$ cat src/rtl/core/cpualu_pkg.sv
// Shared types, operation codes and flag positions for the CPU ALU.
// Holds the single-pass evaluation function used by the top level.
// No dependencies.
package cpualu_pkg;

  // Operation codes
  localparam logic [3:0] OP_ADD   = 4'd0;
  localparam logic [3:0] OP_ADC   = 4'd1;
  localparam logic [3:0] OP_SUB   = 4'd2;
  localparam logic [3:0] OP_SBC   = 4'd3;
  localparam logic [3:0] OP_AND   = 4'd4;
  localparam logic [3:0] OP_XOR   = 4'd5;
  localparam logic [3:0] OP_OR    = 4'd6;
  localparam logic [3:0] OP_CP    = 4'd7;
  localparam logic [3:0] OP_INC8  = 4'd8;
  localparam logic [3:0] OP_DEC8  = 4'd9;
  localparam logic [3:0] OP_CPL   = 4'd10;
  localparam logic [3:0] OP_DAA   = 4'd11;
  localparam logic [3:0] OP_ADDHL = 4'd12;
  localparam logic [3:0] OP_ADDSP = 4'd13;
  localparam logic [3:0] OP_INC16 = 4'd14;
  localparam logic [3:0] OP_DEC16 = 4'd15;

  // Flag bit positions
  localparam int unsigned FLAG_Z = 3;
  localparam int unsigned FLAG_N = 2;
  localparam int unsigned FLAG_H = 1;
  localparam int unsigned FLAG_C = 0;

  // Decimal adjust constants
  localparam logic [7:0] DAA_HI_ADJ = 8'h60;
  localparam logic [7:0] DAA_LO_ADJ = 8'h06;
  localparam logic [7:0] DAA_HI_LIM = 8'h99;
  localparam logic [3:0] DAA_LO_LIM = 4'h9;

  typedef struct packed {
    logic [3:0]  req_type;
    logic [7:0]  acc_value;
    logic [15:0] operand_value;
    logic [15:0] base_value;
    logic [3:0]  flags_in;
  } alu_req_t;

  typedef struct packed {
    logic [15:0] result_value;
    logic [3:0]  flags_out;
  } alu_rsp_t;

  // Evaluate one request: result and updated flags.
  function automatic alu_rsp_t alu_eval(input alu_req_t q);
    logic [7:0]  a;
    logic [7:0]  v;
    logic [3:0]  f;
    logic        cin;
    logic [8:0]  sum8;
    logic [4:0]  sum4;
    logic [8:0]  dif8;
    logic [4:0]  dif4;
    logic [7:0]  r8;
    logic        dc;
    logic [7:0]  d1;
    logic [16:0] sum16;
    logic [12:0] sum12;
    logic [8:0]  sp8;
    logic [4:0]  sp4;
    alu_rsp_t    o;
    a    = q.acc_value;
    v    = q.operand_value[7:0];
    f    = q.flags_in;
    cin  = ((q.req_type == OP_ADC) || (q.req_type == OP_SBC)) && f[FLAG_C];
    sum8 = {1'b0, a} + {1'b0, v} + {8'd0, cin};
    sum4 = {1'b0, a[3:0]} + {1'b0, v[3:0]} + {4'd0, cin};
    dif8 = {1'b0, a} - {1'b0, v} - {8'd0, cin};
    dif4 = {1'b0, a[3:0]} - {1'b0, v[3:0]} - {4'd0, cin};
    sum16 = {1'b0, q.base_value} + {1'b0, q.operand_value};
    sum12 = {1'b0, q.base_value[11:0]} + {1'b0, q.operand_value[11:0]};
    sp8  = {1'b0, q.base_value[7:0]} + {1'b0, v};
    sp4  = {1'b0, q.base_value[3:0]} + {1'b0, v[3:0]};
    // Decimal adjust, addition side first stage
    dc   = f[FLAG_C] || (a > DAA_HI_LIM);
    d1   = dc ? (a + DAA_HI_ADJ) : a;
    r8   = 8'd0;
    o.result_value = 16'd0;
    o.flags_out    = f;
    case (q.req_type)
      OP_ADD, OP_ADC: begin
        r8 = sum8[7:0];
        o.flags_out[FLAG_H] = sum4[4];
        o.flags_out[FLAG_C] = sum8[8];
        o.flags_out[FLAG_N] = 1'b0;
        o.flags_out[FLAG_Z] = (r8 == 8'd0);
        o.result_value = {8'd0, r8};
      end
      OP_SUB, OP_SBC, OP_CP: begin
        r8 = dif8[7:0];
        o.flags_out[FLAG_H] = dif4[4];
        o.flags_out[FLAG_C] = dif8[8];
        o.flags_out[FLAG_N] = 1'b1;
        o.flags_out[FLAG_Z] = (r8 == 8'd0);
        o.result_value = (q.req_type == OP_CP) ? {8'd0, a} : {8'd0, r8};
      end
      OP_AND, OP_XOR, OP_OR: begin
        r8 = (q.req_type == OP_AND) ? (a & v) :
             (q.req_type == OP_XOR) ? (a ^ v) : (a | v);
        o.flags_out[FLAG_Z] = (r8 == 8'd0);
        o.flags_out[FLAG_N] = 1'b0;
        o.flags_out[FLAG_C] = 1'b0;
        o.flags_out[FLAG_H] = (q.req_type == OP_AND);
        o.result_value = {8'd0, r8};
      end
      OP_INC8: begin
        r8 = v + 8'd1;
        o.flags_out[FLAG_H] = (v[3:0] == 4'hF);
        o.flags_out[FLAG_N] = 1'b0;
        o.flags_out[FLAG_Z] = (r8 == 8'd0);
        o.result_value = {8'd0, r8};
      end
      OP_DEC8: begin
        r8 = v - 8'd1;
        o.flags_out[FLAG_H] = (v[3:0] == 4'h0);
        o.flags_out[FLAG_N] = 1'b1;
        o.flags_out[FLAG_Z] = (r8 == 8'd0);
        o.result_value = {8'd0, r8};
      end
      OP_CPL: begin
        o.result_value = {8'd0, ~a};
        o.flags_out[FLAG_N] = 1'b1;
        o.flags_out[FLAG_H] = 1'b1;
      end
      OP_DAA: begin
        if (!f[FLAG_N]) begin
          r8 = (f[FLAG_H] || (d1[3:0] > DAA_LO_LIM)) ? (d1 + DAA_LO_ADJ) : d1;
          o.flags_out[FLAG_C] = dc;
        end else begin
          r8 = a - (f[FLAG_C] ? DAA_HI_ADJ : 8'd0) - (f[FLAG_H] ? DAA_LO_ADJ : 8'd0);
        end
        o.flags_out[FLAG_Z] = (r8 == 8'd0);
        o.flags_out[FLAG_H] = 1'b0;
        o.result_value = {8'd0, r8};
      end
      OP_ADDHL: begin
        o.result_value = sum16[15:0];
        o.flags_out[FLAG_H] = sum12[12];
        o.flags_out[FLAG_C] = sum16[16];
        o.flags_out[FLAG_N] = 1'b0;
      end
      OP_ADDSP: begin
        o.result_value = q.base_value + {{8{v[7]}}, v};
        o.flags_out[FLAG_Z] = 1'b0;
        o.flags_out[FLAG_N] = 1'b0;
        o.flags_out[FLAG_H] = sp4[4];
        o.flags_out[FLAG_C] = sp8[8];
      end
      OP_INC16: o.result_value = q.operand_value + 16'd1;
      OP_DEC16: o.result_value = q.operand_value - 16'd1;
      default:  o.result_value = q.operand_value;
    endcase
    return o;
  endfunction

endpackage

$ cat src/rtl/core/cpualu_if.sv
// Request and response channel interfaces of the CPU ALU.
// Valid/ready handshake; a word moves when both are high at a clock edge.
// No dependencies.
interface cpualu_req_if;
  logic        valid;
  logic        ready;
  logic [3:0]  req_type;
  logic [7:0]  acc_value;
  logic [15:0] operand_value;
  logic [15:0] base_value;
  logic [3:0]  flags_in;

  modport source (output valid, output req_type, output acc_value,
                  output operand_value, output base_value, output flags_in,
                  input ready);
  modport sink   (input valid, input req_type, input acc_value,
                  input operand_value, input base_value, input flags_in,
                  output ready);
endinterface

interface cpualu_rsp_if;
  logic        valid;
  logic        ready;
  logic [15:0] result_value;
  logic [3:0]  flags_out;

  modport source (output valid, output result_value, output flags_out, input ready);
  modport sink   (input valid, input result_value, input flags_out, output ready);
endinterface

$ cat src/rtl/core/cpu_alu_with_flags.sv
// CPU ALU top level: 8-bit ALU with flags and 16-bit extras.
// Depends on cpualu_pkg and the interfaces in cpualu_if.sv.
//
// Usage:
//   req carries one operation word: req_type, acc_value, operand_value,
//   base_value and flags_in. rsp returns result_value and flags_out.
//   An accepted word is loaded into the result register, or into the skid
//   register while rsp stalls. Throughput is one word per cycle while rsp
//   takes results, set by the single pass of adder and flag logic.
//   A two-entry output buffer (result register plus skid register) lets a
//   new word be accepted while a finished result waits; req.ready drops
//   only when both entries hold results, i.e. after rsp has stalled with
//   a second word already taken. Results leave in order.
//   Reset (rst, synchronous) empties both entries; req.ready is high in
//   the first cycle after reset. The block holds no architectural state.
module cpu_alu_with_flags
  import cpualu_pkg::*;
(
  input  logic         clk,
  input  logic         rst,
  cpualu_req_if.sink   req,
  cpualu_rsp_if.source rsp
);

  alu_req_t in_word;
  alu_rsp_t alu_word;
  alu_rsp_t out_word;
  alu_rsp_t skid_word;
  logic     out_valid;
  logic     skid_valid;
  logic     in_take;
  logic     out_free;

  // Gather the request word and evaluate it
  assign in_word = '{req_type:      req.req_type,
                     acc_value:     req.acc_value,
                     operand_value: req.operand_value,
                     base_value:    req.base_value,
                     flags_in:      req.flags_in};
  assign alu_word = alu_eval(in_word);

  // Handshake: accept while the skid entry is free
  assign req.ready = !skid_valid;
  assign in_take   = req.valid && !skid_valid;
  assign out_free  = !out_valid || rsp.ready;

  // Advance the output buffer control
  always_ff @(posedge clk) begin
    if (rst) begin
      out_valid  <= 1'b0;
      skid_valid <= 1'b0;
    end else if (out_free) begin
      out_valid  <= skid_valid || in_take;
      skid_valid <= 1'b0;
    end else if (in_take) begin
      skid_valid <= 1'b1;
    end
  end

  // Load result and skid payloads
  always_ff @(posedge clk) begin
    if (out_free) begin
      if (skid_valid) begin
        out_word <= skid_word;
      end else if (in_take) begin
        out_word <= alu_word;
      end
    end else if (in_take) begin
      skid_word <= alu_word;
    end
  end

  // Drive the response channel
  assign rsp.valid        = out_valid;
  assign rsp.result_value = out_word.result_value;
  assign rsp.flags_out    = out_word.flags_out;

endmodule

$ cat src/flat_wrapper.sv
// flat-port wrapper written by rule: the top's interface ports become plain ports
module cpu_alu_with_flags_flat import cpualu_pkg::*;
  (clk, rst, req_valid, req_req_type, req_acc_value, req_operand_value, req_base_value, req_flags_in, req_ready, rsp_valid, rsp_result_value, rsp_flags_out, rsp_ready);
  cpualu_req_if req_i ();
  cpualu_rsp_if rsp_i ();
  input  logic clk;
  input  logic rst;
  input wire logic [$bits(req_i.valid)-1:0] req_valid;
  input wire logic [$bits(req_i.req_type)-1:0] req_req_type;
  input wire logic [$bits(req_i.acc_value)-1:0] req_acc_value;
  input wire logic [$bits(req_i.operand_value)-1:0] req_operand_value;
  input wire logic [$bits(req_i.base_value)-1:0] req_base_value;
  input wire logic [$bits(req_i.flags_in)-1:0] req_flags_in;
  output wire logic [$bits(req_i.ready)-1:0] req_ready;
  output wire logic [$bits(rsp_i.valid)-1:0] rsp_valid;
  output wire logic [$bits(rsp_i.result_value)-1:0] rsp_result_value;
  output wire logic [$bits(rsp_i.flags_out)-1:0] rsp_flags_out;
  input wire logic [$bits(rsp_i.ready)-1:0] rsp_ready;
  assign req_i.valid = req_valid;
  assign req_i.req_type = req_req_type;
  assign req_i.acc_value = req_acc_value;
  assign req_i.operand_value = req_operand_value;
  assign req_i.base_value = req_base_value;
  assign req_i.flags_in = req_flags_in;
  assign req_ready = req_i.ready;
  assign rsp_valid = rsp_i.valid;
  assign rsp_result_value = rsp_i.result_value;
  assign rsp_flags_out = rsp_i.flags_out;
  assign rsp_i.ready = rsp_ready;
  cpu_alu_with_flags u_core (.clk(clk), .rst(rst), .req(req_i), .rsp(rsp_i));
endmodule
$ cat config.mk
export PLATFORM = sky130hd
export DESIGN_NAME = cpu_alu_with_flags_flat
export DESIGN_NICKNAME = d
export VERILOG_FILES = /design/src/rtl/core/cpualu_pkg.sv /design/src/rtl/core/cpualu_if.sv /design/src/rtl/core/cpu_alu_with_flags.sv /design/src/flat_wrapper.sv
export SDC_FILE = /design/constraint.sdc
export NUM_CORES = 1
export LEC_CHECK = 0
export ABC_AREA = 1
export BUFFER_PORTS_ARGS = -buffer_cell sky130_fd_sc_hd__buf_4
export CORE_ASPECT_RATIO = 1.2
export CORE_MARGIN = 2
export CORE_UTILIZATION = 39
export CTS_BUF_LIST = sky130_fd_sc_hd__clkbuf_16
export DETAILED_ROUTE_END_ITERATION = 10
export SLEW_MARGIN = 20
export SYNTH_ARGS = -nofsm -noshare
export SYNTH_HDL_FRONTEND = slang
export SYNTH_SLANG_ARGS = --single-unit
$ cat constraint.sdc
create_clock -name clk -period 8.9 [get_ports clk]
set_input_delay 1.335 -clock clk [delete_from_list [all_inputs] [get_ports clk]]
set_output_delay 1.335 -clock clk [all_outputs]
set_load 0.01 [all_outputs]
* Yosys cells after proc, flatten, opt, wreduce, memory -nomap -nowiden
Cells that the tools add are included.
Storage, ports and cells: flip-flop bits (word level) 42, input port bits 52, output and inout bits 22
Operators by class: $add $sub $neg 21, $lt $le $gt $ge 2, equal/unequal tests 16, multiplexer cells 17, bitwise gates (word level) 5, reduce and logical (&&, ||, !) cells 26
Operators by type and width (number):
- case mux 16 bit (11 select lines) | 1
- 2-to-1 mux 8 bit | 7
- zero test 8 bit | 6
- 2-to-1 mux 20 bit | 2
- == test 4 bit (second input constant) | 9
- adder 8 x 8 -> 9 bit | 2
- adder 16 x 16 -> 17 bit | 1
- adder 16 x 1 -> 16 bit (second input constant) | 1
- adder 16 bit | 1
- == test 4 x 3 -> 1 bit (second input constant) | 4
- subtractor 16 x 1 -> 16 bit (second input constant) | 1
- subtractor 8 bit | 2
- adder 12 x 12 -> 13 bit | 1
- adder 4 x 4 -> 5 bit | 2
- adder 9 x 1 -> 9 bit | 1
- case mux 1 bit (9 select lines) | 1
- subtractor 8 x 8 -> 9 bit | 1
- subtractor 9 x 1 -> 9 bit | 1
- adder 8 x 1 -> 8 bit (second input constant) | 1
- adder 8 x 3 -> 8 bit (second input constant) | 1
- adder 8 x 7 -> 8 bit (second input constant) | 1
- bitwise AND 8 bit | 1
- == test 4 x 2 -> 1 bit (second input constant) | 2
- greater-than comparator 8 bit (second input constant) | 1
- 26 further kinds | 36

* Depth between registers and ports, before layout
word-level depth 12, mapped depth 21

* Worst setup path before layout
No wires, ideal clock.
path type input to register, from in req_req_type[0], to reg u_core.out_word, in the netlist u_core.rsp.flags_out[3] (data pin), data arrival time 3.582 ns, data required time 8.647 ns, slack 5.065 ns, stages 20, path buffers 0, path through inv_1 -> nor3_1 -> inv_1 -> fa_1 -> inv_1 -> ha_1 -> o21ai_0 -> nand2_1 -> nand2_1 -> nand2_1 -> nand2_1 -> nand2_1 -> nand2_1 -> nand2_1 -> nand3_1 -> nand3_1 -> nor2_1 -> nand2_1 -> nand3_1 -> nand2_1
On the way: longest elaborated chain between the ends 8
RTL lines:
- start, declared | RTL line flat_wrapper.sv:9 | input wire logic [$bits(req_i.req_type)-1:0] req_req_type;
- == test 4 x 1 -> 1 bit or == test 4 x 2 -> 1 bit (tied branches) | RTL line cpualu_pkg.sv:70, cpualu_pkg.sv:85
- logical OR 1 bit | RTL line cpualu_pkg.sv:70 | cin = ((q.req_type == OP_ADC) || (q.req_type == OP_SBC)) && f[FLAG_C];
- logical AND 1 bit | RTL line cpualu_pkg.sv:70
- subtractor 9 x 1 -> 9 bit or adder 9 x 1 -> 9 bit (tied branches) | RTL line cpualu_pkg.sv:73, cpualu_pkg.sv:71
- zero test 8 bit (on tied branches) | RTL line cpualu_pkg.sv:99, cpualu_pkg.sv:91
- case mux 1 bit (7 select lines) (*) | RTL line cpualu_pkg.sv:85 | case (q.req_type)
- 2-to-1 mux 20 bit (*) | RTL line cpu_alu_with_flags.sv:65 | end else if (in_take) begin
- 2-to-1 mux 20 bit (*) | RTL line cpu_alu_with_flags.sv:63 | if (skid_valid) begin
- end signal, assigned | RTL line cpu_alu_with_flags.sv:64 | out_word <= skid_word;
- end signal, assigned | RTL line cpu_alu_with_flags.sv:66 | out_word <= alu_word;
- end, declared | RTL line cpu_alu_with_flags.sv:27 | alu_rsp_t out_word;
Every way passes the cells marked *; elsewhere a longest branch is shown, timed or not. The select of a mux whose other input is x is not followed. A chain may end at the register's enable or synchronous reset.

* Final worst setup path
from in req_req_type[3], to reg u_core.out_word, in the netlist u_core.rsp.flags_out[3] (data pin)
Same word-level chain as after synthesis.

==> out/results.ini <==
[run_status]
status=finished, final reports clean

[cells_and_area]
register_area_um2=1240
area_growth_pct=14.2
multi_input_area_um2=4700
finish.utilization=0.454
final_nets=1213
final_design_area_no_fill_um2=7390
final_layout_size_suffix_gt1_frac=0.107
diodes=0
fillCellCount=1775

[setup_path]
critPathRequiredTime_ns=8.94
endpoint_kind=flip-flop
crit_arrival_ns=4.39
cp_max_fo=6
worstSetupPathType=input pin to flip-flop
start_kind=input pin

[timing]
clock.fmax_mhz=230
slew_viol_final=0
grt_setup_unrepaired=false
hold_viol_final=0
clock_skew_ns=0.00335
worst_pin_slew_ns=0.795
period_minus_slack_ns=4.35
finalSetupTns_ns=0
slew_headroom=0.469
setup_violations=0
period_share=0.489

[yosys]
avgSynthCellArea_um2=6.48
syn_nets=1143
ys_warn_count=0
async_reset_ff_frac=0
synth_seq_cells=42
ys.flop_type=edfxtp_1
synth_edf_count=40
syn_area_um2=6470
synthCells=999
ys_seq_area_frac=0.192
ys_top_cells_by_area=edfxtp_1 19%, nand2_1 17%, ha_1 17%
synth_top_area_cell=edfxtp_1
synth_cell_type_count=45
synth.top_cell.area_share=0.186

[flow_run]
cap_viol_max_count=0

[clock_tree]
cts_max_level=2
cts.clk_slew.worst_paths_ns=0.06
cts_sinks=42
cts_buffers=5
cts_hold_buf=0
cts_buffer_depth=2
cts_tree=done
cts-root-buf=clkbuf_16
clk-insertion-delay-late_ns=0.28
post_cts_buffers=0
cts-resized-gates=0

[routing]
ant_nets=0
dr.first_iter.drc_count=504
first_pass_iters=6
vias=6715
wl_per_cell_um=15.8
wl_um=20200
drcViolationCount=0
viasPerCell=5.24

[die]
start_util=0.398
pin_count=74
rows=51
die_area_um2=17600
fp.dieH_um=145
core-area_um2=16300
die_w_um=122

[pwr]
power_per_cell_area_nw_per_um2=103
p_leak_nw=3.67
peakVddDrop_mv=0.0662

[placement]
place.gp.congestion=0.949
dpl_cell_area_um2=7250
dp_hpwl_um=16700
io_buffers=73

[grt]
grt_max_degree=24
grt_pass1_vias=6215
antenna_found_initial=0
overflow=0
grt_pass1_wl_um=31900
grtUsageTotal=0.228

[min_path]
hold_path_class=flip-flop to flip-flop

[report_power, final]
part,switching [mW],internal [mW]
logic,0.224,0.127
registers,0.00453,0.237
clock network,0.0676,0.101
total,0.296,0.465
[state kept, by name (all words and copies together) (netlist names)]
name / cells
u_core.skid_word: 20
u_core.rsp.result_value: 16
u_core.rsp.flags_out: 4
u_core.rsp.valid: 1
u_core.skid_valid: 1
[final timing paths]
check	cells past startpoint	start	end	slack, ns
worst min register to register	2	u_core.skid_word[18]$_DFFE_PP_	u_core.rsp.result_value[14]$_DFFE_PP_	0.51
worst min-delay path	2	u_core.skid_word[18]$_DFFE_PP_	u_core.rsp.result_value[14]$_DFFE_PP_	0.51
worst max register to register	5	u_core.skid_valid$_SDFFE_PP0P_	u_core.skid_word[17]$_DFFE_PP_	7.13
worst max-delay path	22	req_req_type[3]	u_core.rsp.flags_out[3]$_DFFE_PP_	4.55
[worst max-delay path, cell delays in order]
cell and delay, ns:
buf_4 0.14, inv_1 0.13, nand2_1 0.09, nor3_1 0.40
inv_1 0.11, fa_1 0.59, inv_1 0.07, ha_1 0.17
o21ai_0 0.20, nand2_1 0.11, nand2_1 0.09, nand2_1 0.05
nand2_1 0.07, nand2_1 0.05, nand2_1 0.07, nand2_1 0.05
nand3_1 0.12, nand3_1 0.09, nor2_1 0.23, nand2_1 0.09
nand3_1 0.07, nand2_1 0.05
[cell usage in the layout (no fill, tap or decap), types with 6 or more instances in the layout]
master,instances
inv_1,118
nand4_1,11
nor3_1,15
a21oi_1,65
xor2_1,23
or2_2,13
nor2_1,87
nor2_4,7
o211ai_1,16
edfxtp_1,40
nand2_1,295
ha_1,86
buf_4,78
o21ai_0,53
fa_1,6
nand3_1,83
[final cells by class]
class                           count  area share
Clock buffer                        5      0.0169
Clock inverter                      3     0.00169
Tap cell                          212      0.0359
Timing Repair Buffer               78      0.0792
Inverter                          124      0.0630
Multi-Input combinational cell    818       0.635
Sequential cell                    42       0.168
[stage by stage]
| step | hold slack [ns] | worst slack [ns] | power, mW | instances |
|---|---|---|---|---|
| finish | 0.514 | 4.55 | 0.761 | 1282 |
| global route | 0.532 | 4.31 | 0.818 | 1282 |
| CTS | 0.514 | 4.63 | 0.762 | 1282 |
| detailed placement | 0.501 | 4.34 | 0.593 | 1274 |
| global placement | 0.499 | 4.40 | 0.592 | 1274 |
| floorplan | 0.494 | 5.06 | 0.474 | 999 |
[logic make-up after synthesis]
kind of cell    Yosys count  share of synthesized area
fa+ha+maj                92                      0.185
compound gates          173                      0.155
buf+inv                 139                     0.0827
xor+xnor                 27                     0.0365
flops                    42                      0.192
simple gates            526                      0.349
[cells in the mapped netlist, drive strengths merged, types with 6 or more instances]
library cell and number:
ha 86, a21boi 7, nor2 96, nand2 298, nor3 16, or2 13, o21ai 54, a21oi 65
nand4 11, clkbuf 10, inv 122, fa 6, o211ai 16, xor2 23, edfxtp 40, nand3 83
[layer usage]
metal,track usage,vias to the layer above,share of wire
met5,0,-,0
met4,0.100,0,0.048
met3,0.0157,43,0.036
met2,0.382,169,0.47
met1,0.300,3012,0.45
li1,-,3491,-
No activity file was read; power rests on OpenSTA's default activity.
